$ cat config.mk
export PLATFORM = sky130hd
export DESIGN_NAME = kalman_pid_attitude_axis_unit
export DESIGN_NICKNAME = d
export VERILOG_FILES = /design/src/hdl/kpa_pkg.sv /design/src/hdl/kpa_mul.sv /design/src/hdl/kpa_div.sv /design/src/hdl/kalman_pid_attitude_axis_unit.sv
export VERILOG_INCLUDE_DIRS = /design/src /design/src/hdl
export SDC_FILE = /design/constraint.sdc
export NUM_CORES = 2
export LEC_CHECK = 0
export BUFFER_PORTS_ARGS = -buffer_cell sky130_fd_sc_hd__buf_2
export CAP_MARGIN = 20
export CORE_MARGIN = 1
export CORE_UTILIZATION = 50
export CTS_BUF_LIST = sky130_fd_sc_hd__clkbuf_2 sky130_fd_sc_hd__clkbuf_4 sky130_fd_sc_hd__clkbuf_8
export CTS_CLUSTER_DIAMETER = 200
export CTS_CLUSTER_SIZE = 12
export DETAILED_ROUTE_END_ITERATION = 7
export PLACE_DENSITY = 0.64
export SLEW_MARGIN = 0
export SYNTH_ARGS = -nofsm -noshare
export SYNTH_HDL_FRONTEND = slang
export SYNTH_SLANG_ARGS = --single-unit
$ cat constraint.sdc
create_clock -name i_clk -period 23.5 [get_ports i_clk]
set_input_delay 3.525 -clock i_clk [delete_from_list [all_inputs] [get_ports i_clk]]
set_output_delay 3.525 -clock i_clk [all_outputs]
set_load 0.02 [all_outputs]
$ cat src/hdl/kalman_pid_attitude_axis_unit_assert.svh
// Assertion macros for the attitude axis unit.
`ifndef KALMAN_PID_ATTITUDE_AXIS_UNIT_ASSERT_SVH
`define KALMAN_PID_ATTITUDE_AXIS_UNIT_ASSERT_SVH
`ifndef SYNTHESIS
`define KPA_ASSERT_IMP(lbl, ante, cons, msg) \
    lbl: assert property (@(posedge i_clk) disable iff (!i_rst_n) (ante) |-> (cons)) \
        else $error(msg);
`define KPA_ASSERT_NXT(lbl, ante, cons, msg) \
    lbl: assert property (@(posedge i_clk) disable iff (!i_rst_n) (ante) |=> (cons)) \
        else $error(msg);
`else
`define KPA_ASSERT_IMP(lbl, ante, cons, msg)
`define KPA_ASSERT_NXT(lbl, ante, cons, msg)
`endif
`endif

$ cat src/hdl/kpa_pkg.sv
package kpa_pkg;
    localparam int AXES_DEF   = 2;
    localparam int MUL_AW     = 40;
    localparam int MUL_BW     = 24;
    localparam int DIV_NW     = 64;
    localparam int DIV_DW     = 34;

    localparam logic [13:0] PRED_DIV   = 14'd16375;
    localparam logic [12:0] PRED_HALF  = 13'd8187;
    localparam logic [12:0] PROC_NOISE = 13'd4194;
    localparam logic [19:0] MEAS_NOISE = 20'd589824;
    localparam logic [31:0] UNC_RESET  = 32'd262144;
    localparam logic [25:0] INT_DIV    = 26'd65536000;
    localparam logic [24:0] INT_HALF   = 25'd32768000;
    localparam logic [9:0]  RATE_SCALE = 10'd1000;
    localparam logic [23:0] KP_RESET   = 24'd196608;
    localparam logic [23:0] KI_RESET   = 24'd655;
    localparam logic [23:0] KD_RESET   = 24'd98304;

    typedef enum logic [2:0] {
        CFG_ROLL_OFS  = 3'd0,
        CFG_PITCH_OFS = 3'd1,
        CFG_ROLL_TGT  = 3'd2,
        CFG_PITCH_TGT = 3'd3,
        CFG_KP        = 3'd4,
        CFG_KI        = 3'd5,
        CFG_KD        = 3'd6
    } t_cfg_idx;

    function automatic logic signed [31:0] sat32(input logic signed [63:0] v);
        logic signed [31:0] r;
        if (v > 64'sd2147483647) r = 32'sh7FFFFFFF;
        else if (v < -64'sd2147483648) r = 32'sh80000000;
        else r = v[31:0];
        return r;
    endfunction

    function automatic logic signed [39:0] sat40(input logic signed [63:0] v);
        logic signed [39:0] r;
        if (v > 64'sd549755813887) r = 40'sh7FFFFFFFFF;
        else if (v < -64'sd549755813888) r = 40'sh8000000000;
        else r = v[39:0];
        return r;
    endfunction

    function automatic logic signed [15:0] sat16(input logic signed [63:0] v);
        logic signed [15:0] r;
        if (v > 64'sd32767) r = 16'sh7FFF;
        else if (v < -64'sd32768) r = 16'sh8000;
        else r = v[15:0];
        return r;
    endfunction

    function automatic logic [63:0] mag64(input logic signed [63:0] v);
        logic [63:0] r;
        r = v[63] ? 64'(-v) : 64'(v);
        return r;
    endfunction

    function automatic logic signed [63:0] apply_sign(input logic neg, input logic [63:0] m);
        logic signed [63:0] r;
        r = neg ? -$signed(m) : $signed(m);
        return r;
    endfunction
endpackage

$ cat src/hdl/kpa_mul.sv
module kpa_mul import kpa_pkg::*; #(
    parameter int AW = MUL_AW,
    parameter int BW = MUL_BW
) (
    input  logic             i_clk,
    input  logic             i_rst_n,
    input  logic             i_start,
    input  logic [AW-1:0]    i_a,
    input  logic [BW-1:0]    i_b,
    output logic             o_done,
    output logic [AW+BW-1:0] o_prod
);
    localparam int PW = AW + BW;
    localparam int CW = $clog2(BW + 1);

    logic          r_busy, r_done;
    logic [CW-1:0] r_cnt;
    logic [PW-1:0] r_a, r_acc;
    logic [BW-1:0] r_b;

    // shift-add, one multiplier bit per cycle
    always_ff @(posedge i_clk) begin
        if (!i_rst_n) begin
            r_busy <= 1'b0;
            r_done <= 1'b0;
            r_cnt  <= '0;
        end else begin
            r_done <= 1'b0;
            if (i_start) begin
                r_a    <= PW'(i_a);
                r_b    <= i_b;
                r_acc  <= '0;
                r_cnt  <= CW'(BW);
                r_busy <= 1'b1;
            end else if (r_busy) begin
                if (r_b[0]) r_acc <= r_acc + r_a;
                r_a   <= {r_a[PW-2:0], 1'b0};
                r_b   <= r_b >> 1;
                r_cnt <= r_cnt - 1'b1;
                if (r_cnt == CW'(1)) begin
                    r_busy <= 1'b0;
                    r_done <= 1'b1;
                end
            end
        end
    end

    assign o_done = r_done;
    assign o_prod = r_acc;
endmodule

$ cat src/hdl/kpa_div.sv
module kpa_div import kpa_pkg::*; #(
    parameter int NW = DIV_NW,
    parameter int DW = DIV_DW
) (
    input  logic          i_clk,
    input  logic          i_rst_n,
    input  logic          i_start,
    input  logic [NW-1:0] i_num,
    input  logic [DW-1:0] i_den,
    output logic          o_done,
    output logic [NW-1:0] o_quo
);
    localparam int CW = $clog2(NW + 1);

    logic          r_busy, r_done;
    logic [CW-1:0] r_cnt;
    logic [NW-1:0] r_n;
    logic [DW-1:0] r_rem, r_d;
    logic [DW:0]   w_trial;

    assign w_trial = {r_rem, r_n[NW-1]};

    // restoring division, one quotient bit per cycle shifted into r_n
    always_ff @(posedge i_clk) begin
        if (!i_rst_n) begin
            r_busy <= 1'b0;
            r_done <= 1'b0;
            r_cnt  <= '0;
        end else begin
            r_done <= 1'b0;
            if (i_start) begin
                r_n    <= i_num;
                r_d    <= i_den;
                r_rem  <= '0;
                r_cnt  <= CW'(NW);
                r_busy <= 1'b1;
            end else if (r_busy) begin
                if (w_trial >= {1'b0, r_d}) begin
                    r_rem <= DW'(w_trial - {1'b0, r_d});
                    r_n   <= {r_n[NW-2:0], 1'b1};
                end else begin
                    r_rem <= w_trial[DW-1:0];
                    r_n   <= {r_n[NW-2:0], 1'b0};
                end
                r_cnt <= r_cnt - 1'b1;
                if (r_cnt == CW'(1)) begin
                    r_busy <= 1'b0;
                    r_done <= 1'b1;
                end
            end
        end
    end

    assign o_done = r_done;
    assign o_quo  = r_n;
endmodule

$ cat src/hdl/kalman_pid_attitude_axis_unit.sv
// One-axis attitude stage: gyro-driven 1D Kalman filter followed by a PID servo loop, one
// result word per input word. Work runs through one shared shift-add multiplier (one bit per
// cycle) and one shared restoring divider, seven products and three or four quotients in
// turn; the derivative quotient is skipped when elapsed time is zero. A stalled output holds
// the next result in the done state. One item is in flight at a time; a finished result sits
// in the output register while the next word is accepted.
`include "kalman_pid_attitude_axis_unit_assert.svh"
module kalman_pid_attitude_axis_unit import kpa_pkg::*; #(
    parameter int AXES = AXES_DEF
) (
    input  logic        i_clk,
    input  logic        i_rst_n,
    input  logic        s_axis_tvalid,
    output logic        s_axis_tready,
    input  logic [47:0] s_axis_tdata,   // gyro_raw, accel_angle, elapsed_ms
    input  logic        s_axis_tuser,   // kind
    output logic        m_axis_tvalid,
    input  logic        m_axis_tready,
    output logic [23:0] m_axis_tdata,   // servo_position, filtered_angle
    output logic        m_axis_tuser,   // axis_out
    input  logic        i_cfg_valid,
    output logic        o_cfg_ready,
    input  logic [2:0]  i_cfg_index,
    input  logic [23:0] i_cfg_data
);
    localparam int AW = (AXES > 1) ? $clog2(AXES) : 1;

    typedef enum logic [3:0] {
        S_IDLE, S_PRED, S_PRED_W, S_KG_W, S_KM_W, S_UP_W, S_IN_W, S_DF_W,
        S_DD_W, S_PM_W, S_IM_W, S_ID_W, S_DM_W, S_DONE
    } t_state;

    t_state r_state;

    logic signed [15:0] r_roll_ofs, r_pitch_ofs, r_roll_tgt, r_pitch_tgt;
    logic [23:0]        r_kp, r_ki, r_kd;

    logic signed [31:0] r_ang   [AXES];
    logic [31:0]        r_unc   [AXES];
    logic signed [39:0] r_integ [AXES];
    logic signed [31:0] r_prev  [AXES];

    logic               r_kind;
    logic [AW-1:0]      r_ax;
    logic signed [15:0] r_gyro, r_meas;
    logic [15:0]        r_dt;
    logic               r_neg, r_eneg;
    logic signed [63:0] r_est, r_u;
    logic [31:0]        r_p;
    logic [16:0]        r_k;
    logic signed [31:0] r_err, r_rate;
    logic signed [39:0] r_int;

    logic               r_mul_start, r_div_start;
    logic [MUL_AW-1:0]  r_mul_a;
    logic [MUL_BW-1:0]  r_mul_b;
    logic [DIV_NW-1:0]  r_div_n;
    logic [DIV_DW-1:0]  r_div_d;
    logic               w_mul_done, w_div_done;
    logic [MUL_AW+MUL_BW-1:0] w_prod;
    logic [DIV_NW-1:0]  w_quo;

    logic               r_out_valid, r_out_axis;
    logic [7:0]         r_out_servo;
    logic signed [15:0] r_out_filt;

    logic               w_in_acc;
    logic [AW-1:0]      w_ax;
    logic signed [15:0] w_ofs, w_tgt;
    logic signed [16:0] w_r;
    logic [16:0]        w_rmag;
    logic [32:0]        w_psum;
    logic [31:0]        w_ppred;
    logic signed [63:0] w_kdiff, w_err64, w_dd, w_pos;
    logic signed [31:0] w_err;
    logic [63:0]        w_prnd;
    logic [7:0]         w_servo;

    kpa_mul #(.AW(MUL_AW), .BW(MUL_BW)) u_mul (
        .i_clk(i_clk), .i_rst_n(i_rst_n), .i_start(r_mul_start),
        .i_a(r_mul_a), .i_b(r_mul_b), .o_done(w_mul_done), .o_prod(w_prod)
    );

    kpa_div #(.NW(DIV_NW), .DW(DIV_DW)) u_div (
        .i_clk(i_clk), .i_rst_n(i_rst_n), .i_start(r_div_start),
        .i_num(r_div_n), .i_den(r_div_d), .o_done(w_div_done), .o_quo(w_quo)
    );

    assign s_axis_tready = (r_state == S_IDLE);
    assign o_cfg_ready   = 1'b1;
    assign w_in_acc      = s_axis_tvalid && s_axis_tready;

    always_comb begin
        if (AXES > 1) w_ax = AW'(s_axis_tuser);
        else          w_ax = '0;
        w_ofs   = r_kind ? r_pitch_ofs : r_roll_ofs;
        w_tgt   = r_kind ? r_pitch_tgt : r_roll_tgt;
        w_r     = $signed({r_gyro[15], r_gyro}) - $signed({w_ofs[15], w_ofs});
        w_rmag  = w_r[16] ? 17'(-w_r) : 17'(w_r);
        w_psum  = {1'b0, r_unc[r_ax]} + 33'(PROC_NOISE);
        w_ppred = w_psum[32] ? 32'hFFFFFFFF : w_psum[31:0];
        w_kdiff = 64'(r_meas) - r_est;
        w_err64 = 64'(w_tgt) - r_est;
        w_err   = sat32(w_err64);
        w_dd    = 64'(r_err) - 64'(r_prev[r_ax]);
        w_prnd  = (w_prod + 64'd32768) >> 16;
        w_pos   = 64'sd23040 + r_u;
        if (w_pos <= 64'sd0)          w_servo = 8'd0;
        else if (w_pos >= 64'sd46080) w_servo = 8'd180;
        else                          w_servo = w_pos[15:8];
    end

    always_ff @(posedge i_clk) begin
        if (!i_rst_n) begin
            r_roll_ofs  <= '0;
            r_pitch_ofs <= '0;
            r_roll_tgt  <= '0;
            r_pitch_tgt <= '0;
            r_kp        <= KP_RESET;
            r_ki        <= KI_RESET;
            r_kd        <= KD_RESET;
        end else if (i_cfg_valid) begin
            unique case (i_cfg_index)
                CFG_ROLL_OFS:  r_roll_ofs  <= i_cfg_data[15:0];
                CFG_PITCH_OFS: r_pitch_ofs <= i_cfg_data[15:0];
                CFG_ROLL_TGT:  r_roll_tgt  <= i_cfg_data[15:0];
                CFG_PITCH_TGT: r_pitch_tgt <= i_cfg_data[15:0];
                CFG_KP:        r_kp        <= i_cfg_data;
                CFG_KI:        r_ki        <= i_cfg_data;
                CFG_KD:        r_kd        <= i_cfg_data;
                default: ;
            endcase
        end
    end

    always_ff @(posedge i_clk) begin
        if (!i_rst_n) begin
            r_state     <= S_IDLE;
            r_mul_start <= 1'b0;
            r_div_start <= 1'b0;
            r_out_valid <= 1'b0;
            for (int i = 0; i < AXES; i++) begin
                r_ang[i]   <= '0;
                r_unc[i]   <= UNC_RESET;
                r_integ[i] <= '0;
                r_prev[i]  <= '0;
            end
        end else begin
            r_mul_start <= 1'b0;
            r_div_start <= 1'b0;
            // in S_DONE the load below decides the valid flag
            if (m_axis_tvalid && m_axis_tready && r_state != S_DONE) r_out_valid <= 1'b0;
            unique case (r_state)
                S_IDLE: begin
                    if (w_in_acc) begin
                        r_kind  <= s_axis_tuser;
                        r_ax    <= w_ax;
                        r_gyro  <= s_axis_tdata[15:0];
                        r_meas  <= s_axis_tdata[31:16];
                        r_dt    <= s_axis_tdata[47:32];
                        r_state <= S_PRED;
                    end
                end
                S_PRED: begin
                    r_neg       <= w_r[16];
                    r_div_n     <= (64'(w_rmag) << 8) + 64'(PRED_HALF);
                    r_div_d     <= DIV_DW'(PRED_DIV);
                    r_div_start <= 1'b1;
                    r_est       <= 64'(r_ang[r_ax]);
                    r_state     <= S_PRED_W;
                end
                S_PRED_W: begin
                    if (w_div_done) begin
                        r_est       <= r_est + apply_sign(r_neg, w_quo);
                        r_p         <= w_ppred;
                        r_div_n     <= {16'b0, w_ppred, 16'b0};
                        r_div_d     <= DIV_DW'(w_ppred) + DIV_DW'(MEAS_NOISE);
                        r_div_start <= 1'b1;
                        r_state     <= S_KG_W;
                    end
                end
                S_KG_W: begin
                    if (w_div_done) begin
                        r_k         <= w_quo[16:0];
                        r_neg       <= w_kdiff[63];
                        r_mul_a     <= MUL_AW'(mag64(w_kdiff));
                        r_mul_b     <= MUL_BW'(w_quo[16:0]);
                        r_mul_start <= 1'b1;
                        r_state     <= S_KM_W;
                    end
                end
                S_KM_W: begin
                    if (w_mul_done) begin
                        r_est       <= 64'(sat32(r_est + apply_sign(r_neg, w_prnd)));
                        r_mul_a     <= MUL_AW'(r_p);
                        r_mul_b     <= MUL_BW'(17'h10000 - r_k);
                        r_mul_start <= 1'b1;
                        r_state     <= S_UP_W;
                    end
                end
                S_UP_W: begin
                    if (w_mul_done) begin
                        r_unc[r_ax] <= w_prod[47:16];
                        r_ang[r_ax] <= r_est[31:0];
                        r_err       <= w_err;
                        r_eneg      <= w_err[31];
                        r_mul_a     <= MUL_AW'(mag64(64'(w_err)));
                        r_mul_b     <= MUL_BW'(r_dt);
                        r_mul_start <= 1'b1;
                        r_state     <= S_IN_W;
                    end
                end
                S_IN_W: begin
                    if (w_mul_done) begin
                        r_int         <= sat40(64'(r_integ[r_ax]) + apply_sign(r_eneg, w_prod));
                        r_integ[r_ax] <= sat40(64'(r_integ[r_ax]) + apply_sign(r_eneg, w_prod));
                        r_neg         <= w_dd[63];
                        r_mul_a       <= MUL_AW'(mag64(w_dd));
                        r_mul_b       <= MUL_BW'(RATE_SCALE);
                        r_mul_start   <= 1'b1;
                        r_state       <= S_DF_W;
                    end
                end
                S_DF_W: begin
                    if (w_mul_done) begin
                        r_prev[r_ax] <= r_err;
                        if (r_dt == 16'd0) begin
                            // no time elapsed: derivative term drops out
                            r_rate      <= '0;
                            r_neg       <= r_eneg;
                            r_mul_a     <= MUL_AW'(mag64(64'(r_err)));
                            r_mul_b     <= r_kp;
                            r_mul_start <= 1'b1;
                            r_state     <= S_PM_W;
                        end else begin
                            r_div_n     <= w_prod + 64'(r_dt >> 1);
                            r_div_d     <= DIV_DW'(r_dt);
                            r_div_start <= 1'b1;
                            r_state     <= S_DD_W;
                        end
                    end
                end
                S_DD_W: begin
                    if (w_div_done) begin
                        r_rate      <= sat32(apply_sign(r_neg, w_quo));
                        r_neg       <= r_eneg;
                        r_mul_a     <= MUL_AW'(mag64(64'(r_err)));
                        r_mul_b     <= r_kp;
                        r_mul_start <= 1'b1;
                        r_state     <= S_PM_W;
                    end
                end
                S_PM_W: begin
                    if (w_mul_done) begin
                        r_u         <= apply_sign(r_neg, w_prnd);
                        r_neg       <= r_int[39];
                        r_mul_a     <= MUL_AW'(mag64(64'(r_int)));
                        r_mul_b     <= r_ki;
                        r_mul_start <= 1'b1;
                        r_state     <= S_IM_W;
                    end
                end
                S_IM_W: begin
                    if (w_mul_done) begin
                        r_div_n     <= w_prod + 64'(INT_HALF);
                        r_div_d     <= DIV_DW'(INT_DIV);
                        r_div_start <= 1'b1;
                        r_state     <= S_ID_W;
                    end
                end
                S_ID_W: begin
                    if (w_div_done) begin
                        r_u         <= r_u + apply_sign(r_neg, w_quo);
                        r_neg       <= r_rate[31];
                        r_mul_a     <= MUL_AW'(mag64(64'(r_rate)));
                        r_mul_b     <= r_kd;
                        r_mul_start <= 1'b1;
                        r_state     <= S_DM_W;
                    end
                end
                S_DM_W: begin
                    if (w_mul_done) begin
                        r_u     <= r_u + apply_sign(r_neg, w_prnd);
                        r_state <= S_DONE;
                    end
                end
                S_DONE: begin
                    if (!r_out_valid || m_axis_tready) begin
                        r_out_valid <= 1'b1;
                        r_out_axis  <= r_kind;
                        r_out_servo <= w_servo;
                        r_out_filt  <= sat16(r_est);
                        r_state     <= S_IDLE;
                    end
                end
                default: r_state <= S_IDLE;
            endcase
        end
    end

    assign m_axis_tvalid = r_out_valid;
    assign m_axis_tuser  = r_out_axis;
    assign m_axis_tdata  = {r_out_filt, r_out_servo};

    `KPA_ASSERT_NXT(a_accept_busy, s_axis_tvalid && s_axis_tready, !s_axis_tready, "accept did not leave idle")
    `KPA_ASSERT_IMP(a_servo_range, m_axis_tvalid, m_axis_tdata[7:0] <= 8'd180, "servo out of range")
    `KPA_ASSERT_IMP(a_out_load, $rose(m_axis_tvalid), $past(r_state == S_DONE), "result loaded outside done")
    `KPA_ASSERT_IMP(a_one_unit, r_mul_start, !r_div_start, "multiplier and divider started together")
endmodule
==> flow_metrics.tcl <==
set metrics [dict create \
    skew_ns 0.0939 \
    hold_ws_ns 0.415 \
    setup_viol 0 \
    cp_num_cells 29 \
    cts_root_buf "clkbuf_8" \
    post-place-ws_ns 13.41 \
    outcome "complete, no violations" \
    required_ns 24.16 \
    drive_gt1_share_pct 8.21 \
    clock_path_buffers 3 \
    hold_viol 0 \
    synth.distinct_cells 100 \
    setup_tns_ns 0 \
    grt_max_degree 151 \
    final_common_cell "edfxtp_1" \
    worst_hold_path_type "flip-flop to flip-flop" \
    cp_common_cell "o21ai_0" \
    viasPerCell 6.61 \
    synth-async-reset-ratio_pct 0 \
    crit_type "flip-flop to flip-flop" \
    postCtsHoldBufs 0 \
    dr.pass1.iters 6 \
    critPathTopFamily "simple AND/OR/NAND/NOR gates" \
    startpoint_type "flip-flop" \
    drc 0 \
    slew_headroom_pct 17.0 \
    r2r_setup_slack_ns 13.41 \
    hold_path_startpoint "r_div_d[6]$_DFFE_PP_" \
    synth_cells 10347 \
    grt_pass1_wl_um 542000 \
    final_cell_mix "edfxtp_1, nand2_1, o21ai_0" \
    endpoint_kind "flip-flop" \
    hold_end "u_div.r_d[6]$_DFFE_PP_" \
    ant_nets 0 \
    ys_warn_count 0 \
    wl_per_cell_um 29.8 \
    wl_um 381000 \
    h-tree-depth 3 \
    ys_seq_area_share_pct 37.6 \
    syn_area_sq_mm 0.0942 \
    fin_nets 10911 \
    tritoncts "done" \
    clk_latency_ns 0.99 \
    drv_cap 0 \
    critPathArrivalTime_ns 10.75 \
    ys_ff_latch 1232 \
    dpl.hpwl_um 293000 \
    gp_congestion 1.05 \
    die_x_um 436 \
    hold_depth 0 \
    crit_slowest_cell "or4_1" \
    cts_repair_resize_count 0 \
    max_freq_mhz 99.1 \
    cts.sinks 1232 \
    io_pins 109 \
    drv_slew 0 \
    n_fill_cell 17300 \
    tightestPinTransition_ns 1.24 \
    antenna_found_initial 13 \
    rsz0062_at_grt "no" \
    timing.rr.start "u_mul.o_prod[16]$_SDFFCE_PP0P_" \
    p_leak_uw 0.0375 \
    synth_edf_count 1072 \
    portBuffers 107 \
    overflow 0 \
    path_clk_slew_ns 0.10 \
    period_share_pct 42.9 \
    grt_usage_pct 38.7 \
    min_period_ns 10.09 \
    vias 84607 \
    grt_pass1_vias 79195 \
    critPathMaxStageDelay_ns 0.76 \
    start_util_pct 50.6 \
    fp.dieH_um 436 \
    rows 158 \
    crit_fanout 24 \
    synth_nets 10999 \
    r2r_cells 29 \
    setup_ws_ns 13.41 \
    area_growth_pct 6.01 \
    fp.coreArea_sq_mm 0.186 \
    dieArea_sq_mm 0.190 \
    power_density_mw_per_mm2 93.6 \
    peakVddDrop_mv 0.0725 \
    rr_endpoint "r_est[19]$_DFFE_PP_" \
    cts_buffers 112 \
    cp_num_buf_inv 3 \
    synth_ff_type "edfxtp_1" \
    avgSynthCellArea_sq_um 9.10 \
    post_cts_buffers 0 \
    drtIter0Drc 9458 \
]
synth_stat cells (87+ instances only):
| library cell | count | area [sq um] |
|---|---|---|
| xor2_1 | 411 | 3600 |
| o21ai_0 | 759 | 3800 |
| nor2_1 | 760 | 2850 |
| a21oi_1 | 715 | 3580 |
| clkbuf_1 | 426 | 1600 |
| o21bai_1 | 88 | 661 |
| dfxtp_1 | 160 | 3200 |
| a21boi_0 | 151 | 1130 |
| nand3_1 | 220 | 1100 |
| mux2_2 | 205 | 2310 |
| mux2i_1 | 139 | 1390 |
| nor2b_1 | 111 | 694 |
| ha_1 | 560 | 7010 |
| and2_1 | 173 | 1080 |
| nor4_1 | 176 | 1100 |
| nand2b_1 | 111 | 694 |
| and3_1 | 91 | 569 |
| nor3_1 | 197 | 986 |
| o31ai_1 | 195 | 1460 |
| or3_1 | 87 | 544 |
| xnor2_1 | 534 | 4680 |
| nand4_1 | 156 | 976 |
| nand2_1 | 980 | 3680 |
| inv_1 | 398 | 1490 |
| edfxtp_1 | 1072 | 32200 |
| a21o_1 | 296 | 2220 |
flip-flops by register name (all words and copies together) (netlist names), 31 cells and up, named ones only:
signal,count
r_u,64
r_div_d,33
u_div.r_rem,34
r_int,40
u_div.r_d,33
r_err,31
r_div_n,64
r_ang,64
r_est,64
r_prev,64
r_p,32
r_integ,80
u_mul.r_a,64
r_unc,64
r_rate,32
u_div.o_quo,64
u_mul.o_prod,64
r_mul_a,40
routing by layer:
layer	vias up	global-route usage, %	routed length, um
met5	-	0	42
met4	6	23.4	27300
met3	931	9.22	37700
met2	4190	60.3	168000
met1	41167	48.6	148000
li1	38313	-	-
where the power goes:
group | internal [uW] | switching (uW) | total (uW)
sequential | 2760 | 228 | 2990
combinational | 1710 | 3280 | 4990
clock | 532 | 829 | 1360
per-stage QoR:
step	cells	utilization (%)	total power, uW	instance area (sq um)
after CTS	12792	53.6	9180	99800
after global placement	12611	52.4	7770	97600
after detailed placement	12620	52.5	7820	97700
after floorplan	10347	-	6100	94200
final	12808	53.6	9340	99800
after global routing	12801	53.6	9750	99800
final cells by class:
class	count	area (sq um)	area share [%]
antenna	11	27.5	0.0276
clock buffer	165	1950	1.96
clock inverter	7	105	0.105
inverter	399	1500	1.50
multi-input combinational	8215	55700	55.8
sequential	1232	35400	35.5
tap	2480	3100	3.11
timing repair buffer	299	2050	2.05
kinds of logic after synthesis:
family	share of synthesized area [%]
muxes	3.95
DFF	37.6
AOI/OAI and AO/OA	21.0
adders and majority gates	7.67
xor gates and xnor gates	8.83
other	0.00398
and+or+nand+nor	17.3
buffers and inverters	3.64
how the worst max path moves through the flow:
stage | start | end | slack (ns)
after floorplan | i_rst_n | r_est[0]$_DFFE_PP_ | 14.44
after global placement | u_mul.o_prod[15]$_SDFFCE_PP0P_ | r_est[2]$_DFFE_PP_ | 13.50
after detailed placement | u_mul.o_prod[16]$_SDFFCE_PP0P_ | r_est[25]$_DFFE_PP_ | 13.41
after CTS | u_mul.o_prod[16]$_SDFFCE_PP0P_ | r_est[30]$_DFFE_PP_ | 13.31
after global routing | u_mul.o_prod[18]$_SDFFCE_PP0P_ | r_est[19]$_DFFE_PP_ | 12.72
final | u_mul.o_prod[16]$_SDFFCE_PP0P_ | r_est[19]$_DFFE_PP_ | 13.41
Note: power is estimated with default switching activity, not from simulation.
